`config.mk`:
```
export PLATFORM = sky130hd
export DESIGN_NAME = force_error_deadband_controller_core
export DESIGN_NICKNAME = d
export VERILOG_FILES = /design/src/hw/rtl/fed_pkg.sv /design/src/hw/rtl/force_error_deadband_controller_core.sv /design/src/hw/rtl/fed_divider.sv /design/src/hw/rtl/fed_deadband.sv
export VERILOG_INCLUDE_DIRS = /design/src /design/src/hw/rtl
export SDC_FILE = /design/constraint.sdc
export NUM_CORES = 1
export LEC_CHECK = 0
export CAP_MARGIN = 20
export CORE_UTILIZATION = 60
export DETAILED_ROUTE_END_ITERATION = 10
export DONT_BUFFER_PORTS = 1
export GPL_TIMING_DRIVEN = 0
export PLACE_DENSITY = 0.78
export SLEW_MARGIN = 20
export SYNTH_ARGS = -nofsm -noshare
export SYNTH_HDL_FRONTEND = slang
export SYNTH_HIERARCHICAL = 1
export SYNTH_SLANG_ARGS = --single-unit
```
`constraint.sdc`:
```
create_clock -name i_clk -period 16.51 [get_ports i_clk]
set_clock_uncertainty 0.15 [all_clocks]
set_input_delay 2.4765 -clock i_clk [delete_from_list [all_inputs] [get_ports i_clk]]
set_output_delay 2.4765 -clock i_clk [all_outputs]
set_load 0.005 [all_outputs]
```
`src/hw/rtl/force_error_deadband_controller_core_defines.svh`:
```
// Assertion macros used by the force error deadband controller RTL.
`ifndef FORCE_ERROR_DEADBAND_CONTROLLER_CORE_DEFINES_SVH
`define FORCE_ERROR_DEADBAND_CONTROLLER_CORE_DEFINES_SVH

// Same-cycle implication, clocked on i_clk and held off during reset.
`define FED_ASSERT_NOW(lbl, ante, cons) \
    lbl: assert property (@(posedge i_clk) disable iff (!i_rst_n) (ante) |-> (cons)) \
        else $error("%m: check failed");

// Next-cycle implication, clocked on i_clk and held off during reset.
`define FED_ASSERT_NEXT(lbl, ante, cons) \
    lbl: assert property (@(posedge i_clk) disable iff (!i_rst_n) (ante) |=> (cons)) \
        else $error("%m: check failed");

`endif

```
`src/hw/rtl/fed_pkg.sv`:
```
// Shared types and constants of the force error deadband controller.
`default_nettype none
package fed_pkg;

    localparam int unsigned WHEEL_W = 3;
    localparam int unsigned FORCE_W = 16;
    localparam int unsigned ERR_W   = 16;
    localparam int unsigned GAIN_W  = 16;
    localparam int unsigned LIMIT_W = 15;
    localparam int unsigned DRIVE_W = 32;
    localparam int unsigned NUM_W   = FORCE_W + 1 + 12;  // (ref - meas) * 4096
    localparam int unsigned QUOT_W  = ERR_W + 1;         // quotient magnitude before clamp

    localparam logic       CFG_FORCE_GAIN     = 1'b0;
    localparam logic       CFG_DEADBAND_LIMIT = 1'b1;
    localparam logic [1:0] SIGN_NONE   = 2'd0;
    localparam logic [1:0] SIGN_POS    = 2'd1;
    localparam logic [1:0] SIGN_NONPOS = 2'd2;

    localparam logic [LIMIT_W-1:0] LIMIT_RESET = 15'd410;  // about 0.10 in Q3.12

    typedef struct packed {
        logic                      upd;
        logic                      enable;
        logic [WHEEL_W-1:0]        wheel;
        logic signed [ERR_W-1:0]   err;
    } t_db_cmd;

    typedef struct packed {
        logic                      done;
        logic signed [ERR_W-1:0]   quot;
    } t_div_res;

endpackage
`default_nettype wire

```
`src/hw/rtl/force_error_deadband_controller_core.sv`:
```
// Force error deadband controller: one item at a time, one result per item. The relative
// error (ref - meas) / ref in Q3.12 comes from a bit-serial divider that retires one quotient
// bit per cycle. An item is taken, divided, gated by the deadband decision into the error
// register, multiplied by the gain and then loaded into the result register; a zero
// reference skips the divider and the multiply. The result register is loaded only when the
// output is free, and the input is ready only while the sequencer is idle; a finished result
// waits in the output register while the next item is taken and computed.
`default_nettype none
`include "force_error_deadband_controller_core_defines.svh"
module force_error_deadband_controller_core #(
    parameter int unsigned WHEELS = 6
) (
    input  wire logic        i_clk,
    input  wire logic        i_rst_n,
    // Configuration write port.
    input  wire logic        i_cfg_we,
    input  wire logic        i_cfg_index,
    input  wire logic [15:0] i_cfg_data,
    // Input items.
    input  wire logic        s_axis_tvalid,
    output logic             s_axis_tready,
    // [2:0] wheel_index, [18:3] measured_force, [34:19] reference_force,
    // [35] deadband_enable, [39:36] zero
    input  wire logic [39:0] s_axis_tdata,
    // Result items.
    output logic             m_axis_tvalid,
    input  wire logic        m_axis_tready,
    // [31:0] drive, [32] zero_reference, [39:33] zero
    output logic [39:0]      m_axis_tdata
);
    import fed_pkg::*;

    localparam logic [1:0] ST_IDLE = 2'd0;
    localparam logic [1:0] ST_DIV  = 2'd1;
    localparam logic [1:0] ST_MUL  = 2'd2;
    localparam logic [1:0] ST_OUT  = 2'd3;

    logic [1:0] r_state, n_state;

    logic signed [GAIN_W-1:0]  r_gain;
    logic [LIMIT_W-1:0]        r_limit;

    logic [WHEEL_W-1:0]        r_wheel;
    logic                      r_enable;
    logic                      r_zero_ref;
    logic signed [ERR_W-1:0]   r_err;
    logic signed [DRIVE_W-1:0] r_prod;
    logic                      r_m_valid;
    logic [39:0]               r_m_data;

    logic                      accept;
    logic [WHEEL_W-1:0]        in_wheel;
    logic signed [FORCE_W-1:0] in_meas;
    logic signed [FORCE_W-1:0] in_ref;
    logic                      in_enable;
    logic signed [FORCE_W:0]   diff;
    logic signed [NUM_W-1:0]   num;
    logic                      div_start;
    logic                      out_free;
    logic signed [ERR_W-1:0]   err_used;
    logic signed [DRIVE_W-1:0] prod;
    logic signed [DRIVE_W-1:0] drive;
    t_div_res                  div_res;
    t_db_cmd                   db_cmd;

    assign in_wheel  = s_axis_tdata[2:0];
    assign in_meas   = s_axis_tdata[18:3];
    assign in_ref    = s_axis_tdata[34:19];
    assign in_enable = s_axis_tdata[35];

    assign s_axis_tready = (r_state == ST_IDLE);
    assign accept        = s_axis_tvalid && s_axis_tready;
    assign diff          = (FORCE_W+1)'(in_ref) - (FORCE_W+1)'(in_meas);
    assign num           = {diff, 12'd0};
    assign div_start     = accept && (in_ref != '0);
    assign out_free      = !r_m_valid || m_axis_tready;

    always_ff @(posedge i_clk) begin
        if (!i_rst_n) begin
            r_gain  <= '0;
            r_limit <= LIMIT_RESET;
        end else if (i_cfg_we) begin
            case (i_cfg_index)
                CFG_FORCE_GAIN:     r_gain  <= i_cfg_data;
                CFG_DEADBAND_LIMIT: r_limit <= i_cfg_data[LIMIT_W-1:0];
                default: ;
            endcase
        end
    end

    fed_divider u_divider (
        .i_clk   (i_clk),
        .i_rst_n (i_rst_n),
        .i_start (div_start),
        .i_num   (num),
        .i_den   (in_ref),
        .o_res   (div_res)
    );

    always_comb begin
        db_cmd.upd    = (r_state == ST_DIV) && div_res.done;
        db_cmd.enable = r_enable;
        db_cmd.wheel  = r_wheel;
        db_cmd.err    = div_res.quot;
    end

    fed_deadband #(.WHEELS(WHEELS)) u_deadband (
        .i_clk   (i_clk),
        .i_rst_n (i_rst_n),
        .i_cmd   (db_cmd),
        .i_limit (r_limit),
        .o_err   (err_used)
    );

    // Q3.12 times Q8.8 stays within +-2^30, so the negation cannot leave 32 bits.
    assign prod  = DRIVE_W'(r_err) * DRIVE_W'(r_gain);
    assign drive = -r_prod;

    always_comb begin
        n_state = r_state;
        case (r_state)
            ST_IDLE: if (accept)       n_state = (in_ref == '0) ? ST_OUT : ST_DIV;
            ST_DIV:  if (div_res.done) n_state = ST_MUL;
            ST_MUL:                    n_state = ST_OUT;
            ST_OUT:  if (out_free)     n_state = ST_IDLE;
            default:                   n_state = ST_IDLE;
        endcase
    end

    always_ff @(posedge i_clk) begin
        if (!i_rst_n) begin
            r_state   <= ST_IDLE;
            r_m_valid <= 1'b0;
        end else begin
            r_state <= n_state;
            if (r_state == ST_OUT && out_free) r_m_valid <= 1'b1;
            else if (m_axis_tready)            r_m_valid <= 1'b0;
        end
    end

    always_ff @(posedge i_clk) begin
        if (accept) begin
            r_wheel    <= in_wheel;
            r_enable   <= in_enable;
            r_zero_ref <= (in_ref == '0);
            r_prod     <= '0;
        end
        if (r_state == ST_DIV && div_res.done) r_err <= err_used;
        if (r_state == ST_MUL) r_prod <= prod;
        if (r_state == ST_OUT && out_free) begin
            r_m_data <= {7'd0, r_zero_ref, r_zero_ref ? DRIVE_W'(0) : drive};
        end
    end

    assign m_axis_tvalid = r_m_valid;
    assign m_axis_tdata  = r_m_data;

    `FED_ASSERT_NEXT(a_busy_after_accept, accept, !s_axis_tready)
    `FED_ASSERT_NEXT(a_zero_ref_skips_div, accept && (in_ref == '0), r_state == ST_OUT)
    `FED_ASSERT_NEXT(a_div_then_mul, (r_state == ST_DIV) && div_res.done, r_state == ST_MUL)
    `FED_ASSERT_NOW(a_zero_ref_drive, m_axis_tvalid && m_axis_tdata[32], m_axis_tdata[31:0] == '0)

endmodule
`default_nettype wire

```
`src/hw/rtl/fed_divider.sv`:
```
// Bit-serial restoring divider giving the saturated Q3.12 relative error.
`default_nettype none
module fed_divider (
    input  wire logic                               i_clk,
    input  wire logic                               i_rst_n,
    input  wire logic                               i_start,
    input  wire logic signed [fed_pkg::NUM_W-1:0]   i_num,
    input  wire logic signed [fed_pkg::FORCE_W-1:0] i_den,
    output fed_pkg::t_div_res                       o_res
);
    import fed_pkg::*;

    localparam int unsigned LO_W  = QUOT_W;            // dividend bits shifted in
    localparam int unsigned CNT_W = $clog2(LO_W);

    logic [NUM_W-1:0]   num_abs;
    logic [FORCE_W:0]   den_abs;
    logic [FORCE_W-1:0] den_mag;
    logic [FORCE_W:0]   trial;
    logic               ge;

    logic [FORCE_W-1:0] r_rem, n_rem;
    logic [FORCE_W-1:0] r_den;
    logic [LO_W-1:0]    r_lo, n_lo;
    logic [QUOT_W-1:0]  r_q, n_q;
    logic [CNT_W-1:0]   r_cnt;
    logic               r_busy;
    logic               r_done;
    logic               r_ovf;
    logic               r_neg;
    logic signed [ERR_W-1:0] quot;

    assign num_abs = i_num[NUM_W-1] ? NUM_W'(-i_num) : NUM_W'(i_num);
    assign den_abs = i_den[FORCE_W-1] ? (FORCE_W+1)'(-$signed({i_den[FORCE_W-1], i_den}))
                                      : {1'b0, i_den};
    assign den_mag = den_abs[FORCE_W-1:0];  // 32768 still fits unsigned

    assign trial = {r_rem, r_lo[LO_W-1]};
    assign ge    = trial >= {1'b0, r_den};

    always_comb begin
        n_rem = ge ? FORCE_W'(trial - {1'b0, r_den}) : trial[FORCE_W-1:0];
        n_lo  = {r_lo[LO_W-2:0], 1'b0};
        n_q   = {r_q[QUOT_W-2:0], ge};
    end

    always_ff @(posedge i_clk) begin
        if (!i_rst_n) begin
            r_busy <= 1'b0;
            r_done <= 1'b0;
            r_cnt  <= '0;
        end else begin
            r_done <= 1'b0;
            if (i_start) begin
                r_busy <= 1'b1;
                r_cnt  <= '0;
            end else if (r_busy) begin
                r_cnt <= r_cnt + CNT_W'(1);
                if (r_cnt == CNT_W'(LO_W - 1)) begin
                    r_busy <= 1'b0;
                    r_done <= 1'b1;
                end
            end
        end
    end

    always_ff @(posedge i_clk) begin
        if (i_start) begin
            r_den <= den_mag;
            r_rem <= FORCE_W'(num_abs[NUM_W-2:LO_W]);
            r_lo  <= num_abs[LO_W-1:0];
            r_q   <= '0;
            // The quotient needs more than QUOT_W bits exactly when the top bits reach d.
            r_ovf <= FORCE_W'(num_abs[NUM_W-2:LO_W]) >= den_mag;
            r_neg <= i_num[NUM_W-1] ^ i_den[FORCE_W-1];
        end else if (r_busy) begin
            r_rem <= n_rem;
            r_lo  <= n_lo;
            r_q   <= n_q;
        end
    end

    always_comb begin
        if (r_neg) begin
            if (r_ovf || r_q > QUOT_W'(32768)) quot = -16'sd32768;
            else                               quot = ERR_W'(-r_q);
        end else begin
            if (r_ovf || r_q > QUOT_W'(32767)) quot = 16'sd32767;
            else                               quot = ERR_W'(r_q);
        end
    end

    assign o_res.done = r_done;
    assign o_res.quot = quot;

endmodule
`default_nettype wire

```
`src/hw/rtl/fed_deadband.sv`:
```
// Per-wheel hysteresis deadband state and error gating.
`default_nettype none
module fed_deadband #(
    parameter int unsigned WHEELS = 6
) (
    input  wire logic                               i_clk,
    input  wire logic                               i_rst_n,
    input  wire fed_pkg::t_db_cmd                   i_cmd,
    input  wire logic [fed_pkg::LIMIT_W-1:0]        i_limit,
    output logic signed [fed_pkg::ERR_W-1:0]        o_err
);
    import fed_pkg::*;

    localparam int unsigned IDX_W = (WHEELS > 1) ? $clog2(WHEELS) : 1;

    logic [1:0]       r_sign     [WHEELS];
    logic             r_inactive [WHEELS];
    logic [IDX_W-1:0] idx;
    logic             apply;
    logic [1:0]       sgn;
    logic [ERR_W:0]   mag;
    logic             n_inactive;

    assign apply = i_cmd.enable && (32'(i_cmd.wheel) < WHEELS);
    assign idx   = IDX_W'(i_cmd.wheel);
    assign sgn   = (i_cmd.err > 0) ? SIGN_POS : SIGN_NONPOS;
    assign mag   = i_cmd.err[ERR_W-1] ? (ERR_W+1)'(-$signed({i_cmd.err[ERR_W-1], i_cmd.err}))
                                      : {1'b0, i_cmd.err};

    always_comb begin
        o_err      = i_cmd.err;
        n_inactive = 1'b0;
        if (apply) begin
            if (!r_inactive[idx]) begin
                // Active deadband: suppress, leave once the error is large.
                o_err      = '0;
                n_inactive = mag > (ERR_W+1)'(i_limit);
            end else begin
                // Passing: rearm the deadband when the error changes sign.
                n_inactive = (r_sign[idx] == sgn);
            end
        end
    end

    always_ff @(posedge i_clk) begin
        if (!i_rst_n) begin
            for (int i = 0; i < WHEELS; i++) begin
                r_sign[i]     <= SIGN_NONE;
                r_inactive[i] <= 1'b0;
            end
        end else if (i_cmd.upd && apply) begin
            r_sign[idx]     <= sgn;
            r_inactive[idx] <= n_inactive;
        end
    end

endmodule
`default_nettype wire

```
==> flow_summary.yaml <==
finish:
  synthToLayoutAreaGrowth_pct: 7.64
  final_core_util: 0.659
  diodes: 0
  instances_no_fill: 3106
  stdcell_area_sq_mm: 0.0249
  layout-drive-gt1-share: 0.0385
  nets: 3053
clocking:
  cts.hold.buffers_added: 0
  clock_sinks: 219
  clockRootBuffer: "clkbuf_16"
  clk_pin_slew_ps: 60
  cts_tree: "built"
  cts_resized: 0
  cts_setup_buffers: 0
  cts_made_buffers: 26
  clockBufferDepth: 3
  clock_latency_ps: 550
  h-tree-depth: 1
place:
  pre_cts_slack_ps: 8560
  portBuffers: 0
  hpwl_mm: 45.4
  post-place-cells: 3058
  dpl_cell_area_sq_mm: 0.0240
  routabilityCongestion: 0.970
synthesis:
  synthArstFlopShare: 0
  synth_top_area_frac: 0.229
  netlist_area_sq_mm: 0.0231
  synth_cell_types: 89
  yosys-top-cells-area: "fa_1 23%, edfxtp_1 20%, ha_1 8.2%"
  ys_seq_elements: 219
  synth_area_leader_cell: "fa_1"
  syn_avg_cell_area_sq_um: 9.28
  syn_inst: 2489
  yosysSeqAreaShare: 0.255
  synth-warning-count: 6
  synth_edf_count: 151
  synth_top_flop_cell: "edfxtp_1"
floorplan:
  start_util: 0.612
  num_rows: 71
  die_h_um: 198
  die_area_sq_mm: 0.0393
  io_pins: 104
  die_w_um: 198
  coreArea_sq_mm: 0.0378
routing:
  drc: 0
  wl_per_cell_um: 18.0
  drt-total-wl_mm: 55.8
  drt-vias-per-instance: 5.69
  antenna_left: 0
  first_pass_iters: 7
  drt_iter0_markers: 1201
  num_vias: 17700
global_route:
  grt_pass1_vias: 17900
  grtUsageTotal: 0.297
  grt_pass1_wl_mm: 91.6
  top_usage_layer: "met2"
  grt_max_degree: 34
  met3_usage: 0.0629
  gr-total-overflow: 0
  use_met1: 0.399
  grt_antenna_before_repair: 0
  met2_usage: 0.483
sta:
  whs_ps: 310
  hold_violations: 0
  drv_slew: 0
  timing.setup.tns_ps: 0
  period_minus_slack_ps: 7740
  worst_pin_slew_ps: 992
  fin_crit_sh: 0.469
  max_slew_margin: 0.328
  setup_slack_ps: 8770
  fmax_mhz: 129
  setup_viol: 0
  rsz0062_at_grt: "no"
setup_path:
  cp_max_fo: 10
  worstPathArrival_ps: 7880
  worstPathRequired_ps: 16650
  crit_slowest_cell: "a2111oi_0"
  cp-start-kind: "register"
  max_stage_delay_ps: 760
  crit_top_cell: "fa_1"
  crit_chain: "clkbuf_1, nand2_1, inv_1, fa_1, inv_1, fa_1, fa_1, inv_1, fa_1, fa_1, inv_1, fa_1, inv_1, ha_1, and3_1, a2111oi_0, a21oi_1, a31oi_1, a211oi_1, o211ai_1, nand3_1, and3b_1"
  crit_type: "reg2reg"
  end_kind: "register"
min_path:
  hold_class: "reg2reg"
power_and_ir_drop:
  total_power_mw: 2.90
  p_leak_nw: 11.2
  powerDensity_mw_per_mm2: 117
  vdd_drop_max_v: 0.0000976
run_status:
  status: "complete, no violations"
flow_run:
  maxCapViolCount: 0
-- critical path: cells and delay by family, from the launching register on --
kind,cells,cell delay [ps]
compound gates,5,1610
fa+ha+maj,7,3350
buf+inv,6,1040
flops,1,640
simple gates,4,700
-- synthesized netlist by cell type, types with 55 or more instances --
cell and instances:
fa_1 264, ha_1 152, a21oi_1 101, xor2_1 55, and2_1 165, xnor2_1 80
dfxtp_1 68, nor2_1 164, inv_1 410, nand2_1 283, edfxtp_1 151, clkbuf_1 86
-- worst paths after layout --
kind	start	endpoint	slack, ps	cells after the start
max	r_gain[2]	r_prod[31]	8770	22
min	r_limit[14]	r_limit[14]	310	2
max reg2reg	r_gain[2]	r_prod[31]	8770	22
min reg2reg	r_limit[14]	r_limit[14]	310	2
-- layer usage --
layer,wire length [um],vias to the layer above,part of all wire
met2,25700,681,0.46
met4,1750,0,0.031
met1,24000,8599,0.43
li1,-,8249,-
met5,0,-,0
met3,4310,136,0.077
-- layout make-up --
type                            instances  area (sq um)
Fill cell                            3040         12900
Buffer                                108           445
Timing Repair Buffer                    2          35.0
Clock buffer                           35           727
Multi-Input combinational cell       1807         15400
Tap cell                              511           639
Inverter                              411          1540
Clock inverter                         13           141
Sequential cell                       219          5900
-- kinds of logic after synthesis --
kind of cell | count (synthesis) | share of synthesized area
flops | 219 | 0.255
xor+xnor | 135 | 0.0512
simple gates | 832 | 0.181
fa+ha+maj | 416 | 0.311
other cells | 2 | 0.000325
mux | 31 | 0.0174
compound gates | 335 | 0.0979
buf+inv | 519 | 0.0860
-- placed cells by master (no fill, tap or decap), types with 36 or more instances in the layout --
cell type and count:
dfxtp_1 68, ha_1 152, clkbuf_1 91, xor2_1 55, xnor2_1 80, and2_1 165, nand2_1 282, nor2_1 164
nand3_1 36, fa_1 264, inv_1 410, o21ai_0 38, a21oi_1 101, conb_1 58, edfxtp_1 151
-- flip-flops by register name, indices dropped and copies added, names as in the netlist, 8 cells and up --
name,flops
r_gain,16
u_divider/r_q,17
r_err,16
u_divider/r_rem,16
r_prod,32
u_deadband/r_sign,16
u_divider/r_den,16
u_deadband/r_inactive,8
r_limit,15
u_divider/r_lo,17
m_axis_tdata,33
-- where the power goes --
part | switching, mW | internal (mW) | leakage [nW]
logic | 0.894 | 0.576 | 8.79
clock network | 0.229 | 0.343 | 0.430
registers | 0.0869 | 0.774 | 2.01
total | 1.21 | 1.69 | 11.2
Power figures use the tool's default switching activity.
